File: src/hw/rtl/priority_deadline_drop_fifo_macros.svh
// Assertion helpers for the drop FIFO; all checks are on clk and disabled in reset.
`ifndef PRIORITY_DEADLINE_DROP_FIFO_MACROS_SVH
`define PRIORITY_DEADLINE_DROP_FIFO_MACROS_SVH

// Same-cycle implication.
`define PDDF_ASSERT_IMPL(label, ante, cons, msg) \
  label: assert property (@(posedge clk) disable iff (rst) (ante) |-> (cons)) \
    else $error(msg);

// Next-cycle implication.
`define PDDF_ASSERT_NEXT(label, ante, cons, msg) \
  label: assert property (@(posedge clk) disable iff (rst) (ante) |=> (cons)) \
    else $error(msg);

`endif

File: src/hw/rtl/pddf_pkg.sv
`timescale 1ns / 1ps
package pddf_pkg;

  localparam int unsigned QUEUE_DEPTH_DEF = 1024;

  localparam int unsigned HANDLE_W = 16;
  localparam int unsigned PRIO_W   = 8;
  localparam int unsigned TIME_W   = 32;
  localparam int unsigned CNT_OUT_W = 11;
  localparam int unsigned CFG_IDX_W = 2;
  localparam int unsigned CFG_DATA_W = 32;
  localparam int unsigned PROD_W   = TIME_W + PRIO_W;

  localparam logic [TIME_W-1:0]    DELAY_RST  = '0;
  localparam logic [PRIO_W-1:0]    LEVELS_RST = 8'd1;
  localparam logic [CNT_OUT_W-1:0] MAXPKT_RST = 11'd1000;

  localparam logic [CFG_IDX_W-1:0] CFG_DELAY  = 2'd0;
  localparam logic [CFG_IDX_W-1:0] CFG_LEVELS = 2'd1;
  localparam logic [CFG_IDX_W-1:0] CFG_MAXPKT = 2'd2;

  localparam logic OP_ENQ = 1'b0;
  localparam logic OP_DEQ = 1'b1;

  typedef struct packed {
    logic [HANDLE_W-1:0] handle;
    logic                tag;
    logic [PRIO_W-1:0]   prio;
    logic [TIME_W-1:0]   arrival;
  } entry_t;

  typedef struct packed {
    logic mul_en;
    logic keep_first;
  } mul_ctl_t;

  typedef enum logic [2:0] {
    ST_IDLE,
    ST_ENQ,
    ST_HEAD,
    ST_READ,
    ST_MULB,
    ST_CMP,
    ST_FIN
  } state_t;

endpackage

File: src/hw/rtl/pddf_mul_unit.sv
`timescale 1ns / 1ps
module pddf_mul_unit
  import pddf_pkg::*;
(
  input  logic              clk,
  input  mul_ctl_t          ctl,
  input  logic [TIME_W-1:0] a,
  input  logic [PRIO_W-1:0] b,
  output logic              exceeds
);

  logic [PROD_W-1:0] prod;
  logic [PROD_W-1:0] first;

  always_ff @(posedge clk) begin
    if (ctl.mul_en) begin
      prod <= PROD_W'(a) * PROD_W'(b);
    end
    if (ctl.keep_first) begin
      first <= prod;
    end
  end

  // first = limit * (L - p), prod = age * L; age exceeds floor(first / L) iff first < prod
  assign exceeds = first < prod;

endmodule
File: config.mk
export PLATFORM = sky130hd
export DESIGN_NAME = pddf_mul_unit
export DESIGN_NICKNAME = d
export VERILOG_FILES = /design/src/hw/rtl/priority_deadline_drop_fifo_macros.svh /design/src/hw/rtl/pddf_pkg.sv /design/src/hw/rtl/pddf_mul_unit.sv
export SDC_FILE = /design/constraint.sdc
export NUM_CORES = 1
export LEC_CHECK = 0
export BUFFER_PORTS_ARGS = -buffer_cell sky130_fd_sc_hd__buf_2
export CORE_ASPECT_RATIO = 0.75
export CORE_UTILIZATION = 65
export CTS_BUF_LIST = sky130_fd_sc_hd__clkbuf_16
export CTS_CLUSTER_DIAMETER = 150
export DETAILED_ROUTE_END_ITERATION = 16
export HOLD_SLACK_MARGIN = 0.05
export PLACE_DENSITY_LB_ADDON = 0.3
export SETUP_SLACK_MARGIN = 0.1
export SLEW_MARGIN = 25
export SYNTH_ARGS = -nofsm -noshare
export SYNTH_HDL_FRONTEND = slang
export SYNTH_SLANG_ARGS = --single-unit
File: constraint.sdc
create_clock -name clk -period 6.1 [get_ports clk]
set_input_delay 0.305 -clock clk [delete_from_list [all_inputs] [get_ports clk]]
set_output_delay 0.305 -clock clk [all_outputs]
set_load 0.1 [all_outputs]
---- After elaboration in Yosys (flattened, before gate mapping) ----
Cells that the tools add are included.
storage, ports and cells
  input port bits ......................... 43
  RAM bits ................................ 0
  word-level logic and storage cells ...... 4
  latch bits .............................. 0
  register bits ........................... 80
  memories kept ........................... 0
  output and inout port bits .............. 1
  memory bits (read-only) ................. 0
cells by class
  reductions and logical operators ........ 0
  bitwise operators ....................... 0
  shifts and indexed selects .............. 0
  eq/ne operators ......................... 0
  muxes and demuxes ....................... 0
  add/sub/neg operators ................... 0
  order comparisons ....................... 1
  multiply operators ...................... 1
  divide/modulo/power cells ............... 0
operators with widths
  operator       count
  $lt 40x40->1   1
  $mul 32x8->40  1

---- Depth between registers and ports, before layout ----
Gate-level depths: netlist (run 1).
  depth after elaboration ................. 1
  gate-level depth with buffers ........... 19
  mapped depth without buffers ............ 18

---- Worst setup path before layout (run 1) ----
Ideal clock, no wire load.
  path kind ............................... input -> register
  from .................................... input b[7]
  to ...................................... register prod[38], data pin
  data required time ...................... 5.924 ns
  arrival ................................. 4.692 ns
  setup time .............................. 0.176 ns
  path buffers ............................ 1
  path slack .............................. 1.232 ns
  stages .................................. 17
  cell sequence ........................... clkbuf_1 and2_1 fa_1 fa_1 fa_1 inv_1 fa_1 inv_1 ha_1 a21o_1 o211a_1 o21a_1 o31ai_4 a31oi_4 a211oi_2 nor2_1 o311ai_2
on the way
  cells in the longest elaborated chain, start to end .. 1
RTL lines
  what                  line                 RTL
  from (decl)           pddf_mul_unit.sv:8   input logic [PRIO_W-1:0] b,
  $mul 32x8->40         pddf_mul_unit.sv:17  prod <= PROD_W'(a) * PROD_W'(b);
  to (signal assigned)  pddf_mul_unit.sv:17
  to (decl)             pddf_mul_unit.sv:12  logic [PROD_W-1:0] prod;
No other way between the ends.
A chain may end at the register's enable or synchronous reset.

---- Worst setup path after layout (run 1) ----
Same ends and word-level chain as after synthesis.

==> metrics.md, run 1 <==
| Metric | Value |
|---|---|
| Status | `completed` |
| Fin crit share | `0.848` |
| Worst-path clk slew | `around 0.060 ns` |
| Worst-skew pair later-pin latency | `0.34 ns` |
| Root Driver | `clkbuf_16` |
| Hold_ws | `approximately 0.42 ns` |
| DR vias/cell | `5.55` |
| H-tree levels | `3` |
| Hold Path End | `prod[0]` |
| Worst vdd ir | `~0.23 mV` |
| Number of synthesized register bits | `80` |
| CP Capture Type | `flop` |
| Initial Utilization | `0.675` |
| Fin Setup TNS | `0 ns` |
| Port bufs | `43` |
| DR WL/cell | `~17 um` |
| Slew margin rel. | `0.392` |
| Post-synth EDFFs | `80` |
| First-pass GRT wire length | `between 40 and 50 mm` |
| Hold path start | `a[0]` |
| Grt total ovfl | `0` |
| Mapped Area | `approximately 12000 um2` |
| RSZ-0062 raised after global routing | `false` |
| Worst EP required | `around 6.3 ns` |
| Post-CTS Hold Buffers | `0` |
| Worst Path Arrival | `5.33 ns` |
| Pin count of the biggest net entering global routing | `41` |
| CTS tree | `built` |
| Die width | `156 um` |
| Vias in the first global route | `about 8000` |
| Reg-to-reg endpoint | `first[7]` |
| Total GRT Usage | `0.285` |
| IO Pins | `44` |
| Routed wire length | `23.8 mm` |
| Hold path cells | `2` |
| Synth Flop Type | `edfxtp_1` |
| Finish-stage setup viols | `0` |
| Site Rows | `41` |
| Asr flop ratio synth | `0` |
| Lkg Pwr | `6.02 nW` |
| Ys Warns | `0` |
| Fin nets | `roughly 1500` |
| Area of the multi-input gates | `between 8000 and 9000 um2` |
| Drt drc | `0` |
| Tmin final | `a little over 5 ns` |
| FILL cells | `1234` |
| Routed via count | `between 7000 and 8000` |
| R2r setup slk | `around 5.4 ns` |
| Max-Cap Viols | `0` |
| Power per Cell Area | `roughly 460 nW/um2` |
| Setup Crit Path Kind | `input port to flop` |
| Hold Fails Final Rpt | `0` |
| Fmax | `193 MHz` |
| Max-slew violation count | `0` |
| Post-CTS setup repair buffer count | `0` |
| FF+latch area | `2400 um2` |
| CTS buffer count | `9` |
| Layout cells sized above 1 | `0.0563` |
| Synth Net Count | `1482` |
| CTS Sinks | `80` |
| Post-CTS sizing | `0` |
| Setup crit start kind | `input port` |
| Fin worst setup slack | `0.929 ns` |
| FF-to-FF path depth | `0` |
| HP Class | `input port to flop` |
| Max Buffers Root-to-Sink | `2` |
| Worst-Margin Slew | `0.913 ns` |
| Die Ht | `approximately 120 um` |
| Initial antenna violation count | `0` |
| Pre-CTS setup slack | `approximately 0.6 ns` |
| Mapped Cells | `about 1200` |
| Die area | `roughly 18000 um2` |
| Hpwl dp | `between 15 and 20 mm` |
| Syn_area_per_cell | `~9.9 um2` |
| Seq/Total Area, Yosys | `0.208` |
| 1st-pass router iterations | `5` |
| Initial detailed-routing violation count | `645` |
| Final RePlAce weighted congestion | `0.876` |
| Area Overhead vs Synth | `6.38%` |
| Clock skew | `approximately 0.0037 ns` |
| Distinct cell type count of the synthesized netlist | `between 40 and 50` |
| RR Startpoint | `prod[7]` |
| Diodes inserted | `0` |
| Crit-path max FO | `32` |
| Core footprint | `~17000 um2` |
| Antenna-violating nets left | `0` |
cell usage after synthesis (7+ instances only):
cell	instances	area, um2
a21o_1	41	308
a21oi_1	48	240
and2_1	209	1310
clkbuf_1	31	116
edfxtp_1	80	2400
fa_1	180	3600
ha_1	99	1240
inv_1	207	777
nand2_1	77	289
nand2b_1	8	50.1
nand3_1	12	60.1
nand4_1	8	50.1
nor2_1	33	124
nor3_1	7	35.0
o21a_1	8	60.1
o21ai_0	23	115
o21bai_1	7	52.6
xnor2_1	19	166
xor2_1	11	96.3
area by class of cell:
type                            count  area share
Multi-Input combinational cell    842       0.671
Inverter                          207      0.0634
Timing Repair Buffer               45      0.0188
Tap cell                          236      0.0241
Clock inverter                      7     0.00827
Sequential cell                    80       0.196
Clock buffer                        9      0.0184
where the power goes:
part	switching [mW]	total, mW	internal [mW]	leakage (nW)
Sequential	0.0895	1.11	1.02	0.782
Combinational	2.32	3.95	1.63	5.08
Clock	0.216	0.579	0.363	0.158
Total	2.62	5.63	3.01	6.02
state kept, by name, summed over array words and instances (netlist names):
name / flops
prod: 40
first: 40
critical path, cell delays in order:
cell and delay (ns):
buf_2 0.44, and2_1 0.22, fa_1 0.44, fa_1 0.52, fa_1 0.56, inv_1 0.06, fa_1 0.54, inv_1 0.04
ha_1 0.35, a21o_1 0.21, o211a_1 0.24, o21a_1 0.21, o31ai_4 0.34, a31oi_4 0.15, a211oi_2 0.30, nor2_1 0.12
o311ai_2 0.26
worst max path at each step:
stage | start | endpoint | slack [ns] | cells after the start
floorplan | b[7] | prod[38] | 1.23 | 17
global route | b[4] | prod[24] | 0.73 | 17
finish | b[7] | prod[38] | 0.93 | 17
CTS | b[7] | prod[38] | 0.96 | 17
global placement | b[7] | prod[38] | 0.76 | 17
detailed placement | b[7] | prod[38] | 0.61 | 17
cell families after synthesis:
kind of cell / Yosys count / share of synthesized area
AND/OR/NAND/NOR: 377 / 0.179
adder cells (fa/ha/maj): 279 / 0.420
buffers and inverters: 238 / 0.0775
AO/OA/AOI/OAI: 155 / 0.0909
flip-flops: 80 / 0.208
XOR/XNOR: 30 / 0.0228
multiplexers: 1 / 0.000869
through the flow:
step / cells / total power [mW] / utilization / cell area, um2
after global placement: 1410 / 4.87 / 0.699 / 11900
after detailed placement: 1410 / 4.99 / 0.699 / 11900
after floorplan: 1160 / 4.09 / - / 11500
after global routing: 1426 / 6.21 / 0.718 / 12300
after CTS: 1426 / 5.61 / 0.718 / 12300
final: 1426 / 5.63 / 0.718 / 12300
routing by layer:
| metal | routed length [um] | up-vias | part of all wire | global-route usage |
|---|---|---|---|---|
| met1 | 11700 | 3845 | 0.49 | 0.442 |
| met3 | 2210 | 18 | 0.093 | 0.0809 |
| met2 | 9740 | 300 | 0.41 | 0.399 |
| met4 | 184 | 0 | 0.0077 | 0.0545 |
| met5 | 0 | - | 0 | 0 |
| li1 | - | 3756 | - | - |
placed cells by master, fill, tap and decap left out, types with 3 or more instances in the layout:
cell       count
and3_1         6
nor2b_1        3
nor4_1         5
and2_1       209
or3_1          4
nand3_1       12
nor2_1        33
xnor2_1       19
edfxtp_1      80
a21o_1        41
xor2_1        11
a21oi_1       48
a211oi_1       4
clkbuf_16      9
nand2b_1       8
o21ai_0       23
nor3_1         7
nand2_1       77
fa_1         180
inv_1        207
buf_2         43
o21a_1         8
a31oi_1        5
o21bai_1       7
nand4_1        8
ha_1          99
No activity file was read; power rests on OpenSTA's default activity.
==> run 2: changes to the inputs <==
--- a/config.mk
+++ b/config.mk
@@ -7,7 +7,7 @@
 export LEC_CHECK = 0
 export BUFFER_PORTS_ARGS = -buffer_cell sky130_fd_sc_hd__buf_2
 export CORE_ASPECT_RATIO = 0.75
-export CORE_UTILIZATION = 65
+export CORE_UTILIZATION = 59
 export CTS_BUF_LIST = sky130_fd_sc_hd__clkbuf_16
 export CTS_CLUSTER_DIAMETER = 150
 export DETAILED_ROUTE_END_ITERATION = 16
==> constraint.sdc (replaced) <==
create_clock -name clk -period 4.5 [get_ports clk]
set_input_delay 0.225 -clock clk [delete_from_list [all_inputs] [get_ports clk]]
set_output_delay 0.225 -clock clk [all_outputs]
set_load 0.1 [all_outputs]
==> run 2 against run 1 <==
  * Via count grew 10%
  * Sequential share of layout area down 2.8 points
  * Worst setup slack worse by 0.90 ns
  * Critical endpoint unchanged
==> metrics.md, run 2 (synthesized netlist as in run 1, its figures left out) <==
| Metric | Value |
|---|---|
| Fin Setup TNS | `0 ns (unchanged)` |
| Sw Pwr | `4.32 mW (was 2.62 mW)` |
| Worst path bufs/invs | `4 (was 3)` |
| H-tree levels | `3 (unchanged)` |
| Layout cells sized above 1 | `0.244 (was 0.0563)` |
| RR Startpoint | `prod[19] (was prod[7])` |
| Final Non-Filler Cells | `1619 (was 1426)` |
| Power per Cell Area | `695 nW/um2 (was 459 nW/um2)` |
| Antenna-violating nets left | `0 (unchanged)` |
| Setup Crit Path Kind | `input port to flop (unchanged)` |
| Die Ht | `123 um (was 117 um)` |
| Routed wire length | `27.1 mm (was 23.8 mm)` |
| Max-Cap Viols | `0 (unchanged)` |
| Hold_ws | `0.368 ns (was 0.415 ns)` |
| Worst EP required | `4.66 ns (was 6.26 ns)` |
| Finish-stage setup viols | `0 (unchanged)` |
| Final RePlAce weighted congestion | `0.875 (was 0.876)` |
| Worst-Margin Slew | `0.904 ns (was 0.913 ns)` |
| FF-to-FF path depth | `0 (unchanged)` |
| Diodes inserted | `0 (unchanged)` |
| Die area | `20100 um2 (was 18300 um2)` |
| Worst-skew pair later-pin latency | `0.34 ns (about the same)` |
| Pin count of the biggest net entering global routing | `41 (unchanged)` |
| Crit-path max FO | `17 (was 32)` |
| Max-slew violation count | `0 (unchanged)` |
| Worst vdd ir | `0.456 mV (was 0.230 mV)` |
| Worst-path clk slew | `0.06 ns (about the same)` |
| CTS tree | `built (unchanged)` |
| First-pass GRT wire length | `43.3 mm (was 40.7 mm)` |
| Initial detailed-routing violation count | `575 (was 645)` |
| Hold Path End | `prod[0] (unchanged)` |
| Drt drc | `0 (unchanged)` |
| Placed insts | `1579 (was 1410)` |
| DR vias/cell | `5.39 (was 5.55)` |
| Hold Fails Final Rpt | `0 (unchanged)` |
| Port bufs | `43 (unchanged)` |
| Regs by FF count | `first: 40 flops, prod: 40 flops (unchanged)` |
| Fin nets | `1690 (was 1507)` |
| Reg-to-reg endpoint | `first[19] (was first[7])` |
| Initial Utilization | `0.612 (was 0.675)` |
| CTS buffer count | `9 (unchanged)` |
| Switch share | `0.435 (was 0.465)` |
| HP Class | `input port to flop (unchanged)` |
| Cell repeated most along the worst path | `fa_1 (unchanged)` |
| Combinational Power Share | `0.772 (was 0.700)` |
| Commonest non-fill, non-tap cell in the layout | `inv_1 (was and2_1)` |
| Status | `completed (unchanged)` |
| Fin crit share | `0.994` |
| RSZ-0062 raised after global routing | `true (was false)` |
| R2r setup slk | `3.80 ns (was 5.41 ns)` |
| Root Driver | `clkbuf_16 (unchanged)` |
| Tmin final | `about 4.5 ns` |
| Routed via count | `8727 (was 7919)` |
| Most frequent cells in the layout | `inv_1, and2_1, fa_1, buf_4, edfxtp_1 (was and2_1, inv_1, fa_1, ha_1, edfxtp_1)` |
| CP Capture Type | `flop (unchanged)` |
| CTS Sinks | `80 (unchanged)` |
| Slew margin rel. | `0.397 (was 0.392)` |
| Lkg Pwr | `7.02 nW (was 6.02 nW)` |
| Clock share of power | `0.076 (was 0.103)` |
| Worst Path Arrival | `4.64 ns (was 5.33 ns)` |
| Total GRT Usage | `0.278 (was 0.285)` |
| Int Power | `5.61 mW (was 3.01 mW)` |
| Area of the multi-input gates | `8700 um2 (was 8230 um2)` |
| DR WL/cell | `16.8 um (was 16.7 um)` |
| Number of cells on the critical path | `18 (was 17)` |
| Site Rows | `43 (was 41)` |
| Post-route cell area | `14300 um2 (was 12300 um2)` |
| Setup crit start kind | `input port (unchanged)` |
| Hold path cells | `3 (was 2)` |
| Grt total ovfl | `0 (unchanged)` |
| Max Buffers Root-to-Sink | `2 (unchanged)` |
| FILL cells | `1225 (was 1234)` |
| Placed Area | `13400 um2 (was 11900 um2)` |
| Largest stage delay, worst path | `0.57 ns (was 0.56 ns)` |
| Die width | `163 um (was 156 um)` |
| Area Overhead vs Synth | `23.9% (was 6.38%)` |
| Post-CTS Hold Buffers | `0 (unchanged)` |
| Reg power frac | `0.152 (was 0.197)` |
| Critical-path top delay cell | `fa_1 (unchanged)` |
| Core footprint | `18800 um2 (was 17100 um2)` |
| Clock skew | `0.00399 ns (was 0.00371 ns)` |
| 1st-pass router iterations | `5 (unchanged)` |
| FF+latch area | `2400 um2 (unchanged)` |
| Cells along the critical path | `buf_6, buf_6, and2_1, fa_1, fa_1, fa_1, inv_1, fa_1, inv_1, ha_4, nand2_1, nor2_2, and4_4, o31ai_4, a31oi_4, a211oi_4, or4_4, o311ai_2 (was buf_2, and2_1, fa_1, fa_1, fa_1, inv_1, fa_1, inv_1, ha_1, a21o_1, o211a_1, o21a_1, o31ai_4, a31oi_4, a211oi_2, nor2_1, o311ai_2)` |
| Vias in the first global route | `8699 (was 8165)` |
| Initial antenna violation count | `0 (unchanged)` |
| Worst path top cell family by delay | `adder cells (unchanged)` |
| IO Pins | `44 (unchanged)` |
| Hpwl dp | `21.7 mm (was 19.2 mm)` |
| Fmax | `around 220 MHz` |
| Hold path start | `a[0] (unchanged)` |
[run 2: cell count changes in the layout (fill, tap and decap cells not counted), moves of 7 or more]
cell	before	now
o21ai_1	1	10
ha_1	99	79
inv_1	207	200
buf_4	2	175
and2_4	0	22
a21oi_1	48	40
buf_6	0	15
inv_2	0	7
buf_2	43	31
ha_4	0	18
o21ai_0	23	12
and2_1	209	187
[run 2: worst max path at each step]
stage	from	end	slack, ns
floorplan	b[4]	prod[38]	0.001
global placement	b[4]	prod[38]	-0.37
detailed placement	b[5]	prod[38]	-0.43
CTS	b[7]	prod[38]	0.02
global route	b[7]	prod[38]	-0.11
finish	b[7]	prod[38]	0.03
[run 2: power by group through the flow]
| stage | Sequential (mW) | Combinational [mW] | Clock [mW] |
|---|---|---|---|
| 2_1_floorplan | 1.47 | 4.42 | 0 |
| 3_3_place_gp | 1.50 | 6.66 | 0 |
| 3_5_place_dp | 1.53 | 6.87 | 0 |
| 4_1_cts | 1.52 | 7.07 | 0.767 |
| 5_1_grt | 1.54 | 8.41 | 0.794 |
| 6_report | 1.51 | 7.66 | 0.753 |
[run 2: layout make-up]
cell class | instances | area share
clock buffer | 9 | 0.0158
clock inverter | 6 | 0.00596
inverter | 207 | 0.0544
multi-input combinational | 842 | 0.610
sequential | 80 | 0.168
tap | 247 | 0.0216
timing repair buffer | 228 | 0.124
[run 2: through the flow]
| stage | setup slack (ns) | total power, mW | util |
|---|---|---|---|
| 5_1_grt | -0.108 | 10.7 | 0.758 |
| 6_report | 0.0264 | 9.93 | 0.758 |
| 3_5_place_dp | -0.435 | 8.39 | 0.710 |
| 4_1_cts | 0.0248 | 9.35 | 0.735 |
| 3_3_place_gp | -0.368 | 8.16 | 0.710 |
| 2_1_floorplan | 0.00149 | 5.89 | - |
[run 2: what timing repair did]
action	CTS	global route
setup buffers	10	13
pin swaps	9	53
setup endpoints to repair	11	20
gates cloned	0	2
gates resized for setup	23	95
[run 2: per-layer routing]
| metal | track usage | up-vias | share of wire |
|---|---|---|---|
| met5 | 0 | - | 0 |
| met4 | 0.0643 | 0 | 0.012 |
| met3 | 0.0486 | 29 | 0.083 |
| met2 | 0.404 | 367 | 0.43 |
| met1 | 0.432 | 4212 | 0.48 |
| li1 | - | 4119 | - |
==> run 3: changes to the inputs <==
--- a/config.mk
+++ b/config.mk
@@ -7,13 +7,12 @@
 export LEC_CHECK = 0
 export BUFFER_PORTS_ARGS = -buffer_cell sky130_fd_sc_hd__buf_2
 export CORE_ASPECT_RATIO = 0.75
-export CORE_UTILIZATION = 59
+export CORE_UTILIZATION = 35
 export CTS_BUF_LIST = sky130_fd_sc_hd__clkbuf_16
 export CTS_CLUSTER_DIAMETER = 150
 export DETAILED_ROUTE_END_ITERATION = 16
 export HOLD_SLACK_MARGIN = 0.05
 export PLACE_DENSITY_LB_ADDON = 0.3
-export SETUP_SLACK_MARGIN = 0.1
 export SLEW_MARGIN = 25
 export SYNTH_ARGS = -nofsm -noshare
 export SYNTH_HDL_FRONTEND = slang
==> run 3 against run 2 <==
  * Critical endpoint unchanged
  * Sequential power is essentially flat
  * Total power shrank 3.9%
  * Global-route usage shrank 12 points
  * Die area grew 67%
  * First-iteration DRC count grew 0.17%
  * Non-clock buffer count shrank 5
  * Maximum frequency grew 0.94%
  * Cell area grew 0.32%
==> metrics.md, run 3 (synthesized netlist as in run 1, its figures left out) <==
| Metric | Value |
|---|---|
| Setup crit start kind | `input port (unchanged)` |
| Initial antenna violation count | `0 (unchanged)` |
| Area Overhead vs Synth | `24.3% (was 23.9%)` |
| Max Buffers Root-to-Sink | `2 (unchanged)` |
| Pre-CTS setup slack | `-0.588 ns (was -0.435 ns)` |
| CTS tree | `built (unchanged)` |
| Critical-path top delay cell | `fa_1 (unchanged)` |
| Hpwl dp | `22.0 mm (was 21.7 mm)` |
| RR Startpoint | `prod[13] (was prod[19])` |
| Total chip power | `9.54 mW (was 9.93 mW)` |
| H-tree levels | `3 (unchanged)` |
| Worst-Margin Slew | `0.917 ns (was 0.904 ns)` |
| CTS buffer count | `9 (unchanged)` |
| Antenna-violating nets left | `0 (unchanged)` |
| Largest stage delay, worst path | `0.61 ns (was 0.57 ns)` |
| Site Rows | `57 (was 43)` |
| First-pass GRT wire length | `44.1 mm (was 43.3 mm)` |
| Root Driver | `clkbuf_16 (unchanged)` |
| Worst-path clk slew | `0.06 ns (about the same)` |
| Vias in the first global route | `8506 (was 8699)` |
| Layout cells sized above 1 | `0.229 (was 0.244)` |
| Power per Cell Area | `666 nW/um2 (was 695 nW/um2)` |
| Fin nets | `1685 (was 1690)` |
| Fin worst setup slack | `0.0679 ns (was 0.0264 ns)` |
| Drt drc | `0 (unchanged)` |
| Port bufs | `43 (unchanged)` |
| Grt total ovfl | `0 (unchanged)` |
| Worst-skew pair later-pin latency | `0.33 ns (was 0.34 ns)` |
| CP Capture Type | `flop (unchanged)` |
| Final RePlAce weighted congestion | `0.855 (was 0.875)` |
| Tmin final | `4.43 ns (was 4.47 ns)` |
| Initial detailed-routing violation count | `576 (was 575)` |
| Commonest non-fill, non-tap cell in the layout | `inv_1 (unchanged)` |
| Core footprint | `32400 um2 (was 18800 um2)` |
| Post-CTS Hold Buffers | `0 (unchanged)` |
| DR WL/cell | `14.3 um (was 16.8 um)` |
| CTS Sinks | `80 (unchanged)` |
| HP Class | `flop to flop (was input port to flop)` |
| Die area | `33700 um2 (was 20100 um2)` |
| Die width | `212 um (was 163 um)` |
| Regs by FF count | `first: 40 flops, prod: 40 flops (unchanged)` |
| Fin crit share | `0.985 (was 0.994)` |
| 1st-pass router iterations | `5 (unchanged)` |
| Fmax | `226 MHz (was 224 MHz)` |
| Worst Path Arrival | `4.58 ns (was 4.64 ns)` |
| Fin Setup TNS | `0 ns (unchanged)` |
| Hold Fails Final Rpt | `0 (unchanged)` |
| DR vias/cell | `4.56 (was 5.39)` |
| Routed wire length | `25.9 mm (was 27.1 mm)` |
| Worst path top cell family by delay | `adder cells (unchanged)` |
| Worst EP required | `4.65 ns (was 4.66 ns)` |
| Setup Crit Path Kind | `input port to flop (unchanged)` |
| Initial Utilization | `0.356 (was 0.612)` |
| Worst vdd ir | `0.338 mV (was 0.456 mV)` |
| Crit-path max FO | `18 (was 17)` |
| Hold Path End | `first[38] (was prod[0])` |
| Worst path bufs/invs | `2 (was 4)` |
| Lkg Pwr | `6.96 nW (was 7.02 nW)` |
| Hold_ws | `0.438 ns (was 0.368 ns)` |
| Finish-stage setup viols | `0 (unchanged)` |
| Cells along the critical path | `buf_6, buf_4, and2_1, fa_1, fa_1, fa_1, fa_1, ha_1, nand2_1, nor2_1, and4_1, o31ai_4, a31oi_4, a211oi_4, or4_4, o311ai_2 (was buf_6, buf_6, and2_1, fa_1, fa_1, fa_1, inv_1, fa_1, inv_1, ha_4, nand2_1, nor2_2, and4_4, o31ai_4, a31oi_4, a211oi_4, or4_4, o311ai_2)` |
| Reg-to-reg endpoint | `first[13] (was first[19])` |
| Clock skew | `0.00702 ns (was 0.00399 ns)` |
| Status | `completed (unchanged)` |
| Max-slew violation count | `0 (unchanged)` |
| Hold path cells | `0 (was 3)` |
| FF-to-FF path depth | `0 (unchanged)` |
| Hold path start | `prod[38] (was a[0])` |
| R2r setup slk | `3.82 ns (was 3.80 ns)` |
| Total GRT Usage | `0.162 (was 0.278)` |
| RSZ-0062 raised after global routing | `true (unchanged)` |
| FILL cells | `3194 (was 1225)` |
| IO Pins | `44 (unchanged)` |
| Number of cells on the critical path | `16 (was 18)` |
| Pin count of the biggest net entering global routing | `41 (unchanged)` |
| Cell repeated most along the worst path | `fa_1 (unchanged)` |
| Max-Cap Viols | `0 (unchanged)` |
| Diodes inserted | `0 (unchanged)` |
| Most frequent cells in the layout | `inv_1, and2_1, fa_1, buf_4, ha_1 (was inv_1, and2_1, fa_1, buf_4, edfxtp_1)` |
| Die Ht | `159 um (was 123 um)` |
| Slew margin rel. | `0.389 (was 0.397)` |
| Routed via count | `8252 (was 8727)` |
-- run 3: metal layers --
layer	vias to the layer above	wire (um)	GRT usage
met2	167	10100	0.216
met1	3968	14500	0.275
met3	10	1180	0.0189
met5	-	0	0
met4	0	136	0.0240
li1	4107	-	-
-- run 3: where the power goes --
part           switching, mW  internal, mW
combinational           3.71          3.69
sequential             0.123          1.38
clock                  0.270         0.367
-- run 3: repair_timing --
action	CTS	global route
pin swaps	30	29
endpoints found under the setup margin	15	17
setup buffers	4	5
gates resized for setup	39	52
gates cloned	0	2
-- run 3: worst max path at each step --
stage / from / endpoint / slack [ns]
2_1_floorplan: b[2] / prod[38] / 0.0001
3_3_place_gp: b[7] / prod[39] / -0.56
3_5_place_dp: b[7] / prod[39] / -0.59
4_1_cts: a[4] / prod[38] / 0.002
5_1_grt: b[3] / prod[38] / -0.05
6_report: b[5] / prod[38] / 0.07
-- run 3: metrics by stage --
stage / instances / utilization / instance area [um2]
after floorplan: 1160 / - / 11700
after CTS: 1802 / 0.435 / 14100
after detailed placement: 1783 / 0.423 / 13700
after global routing: 1809 / 0.442 / 14300
final: 1809 / 0.442 / 14300
after global placement: 1783 / 0.423 / 13700
-- run 3: layout make-up --
cell class | instances | area [um2] | area share
flip-flops and latches | 80 | 2400 | 0.168
repair buffers | 223 | 1760 | 0.123
multi-input cells | 842 | 8570 | 0.598
clock buffers | 9 | 225 | 0.0157
well taps | 442 | 553 | 0.0386
inverters | 207 | 777 | 0.0542
clock inverters | 6 | 36.3 | 0.00253
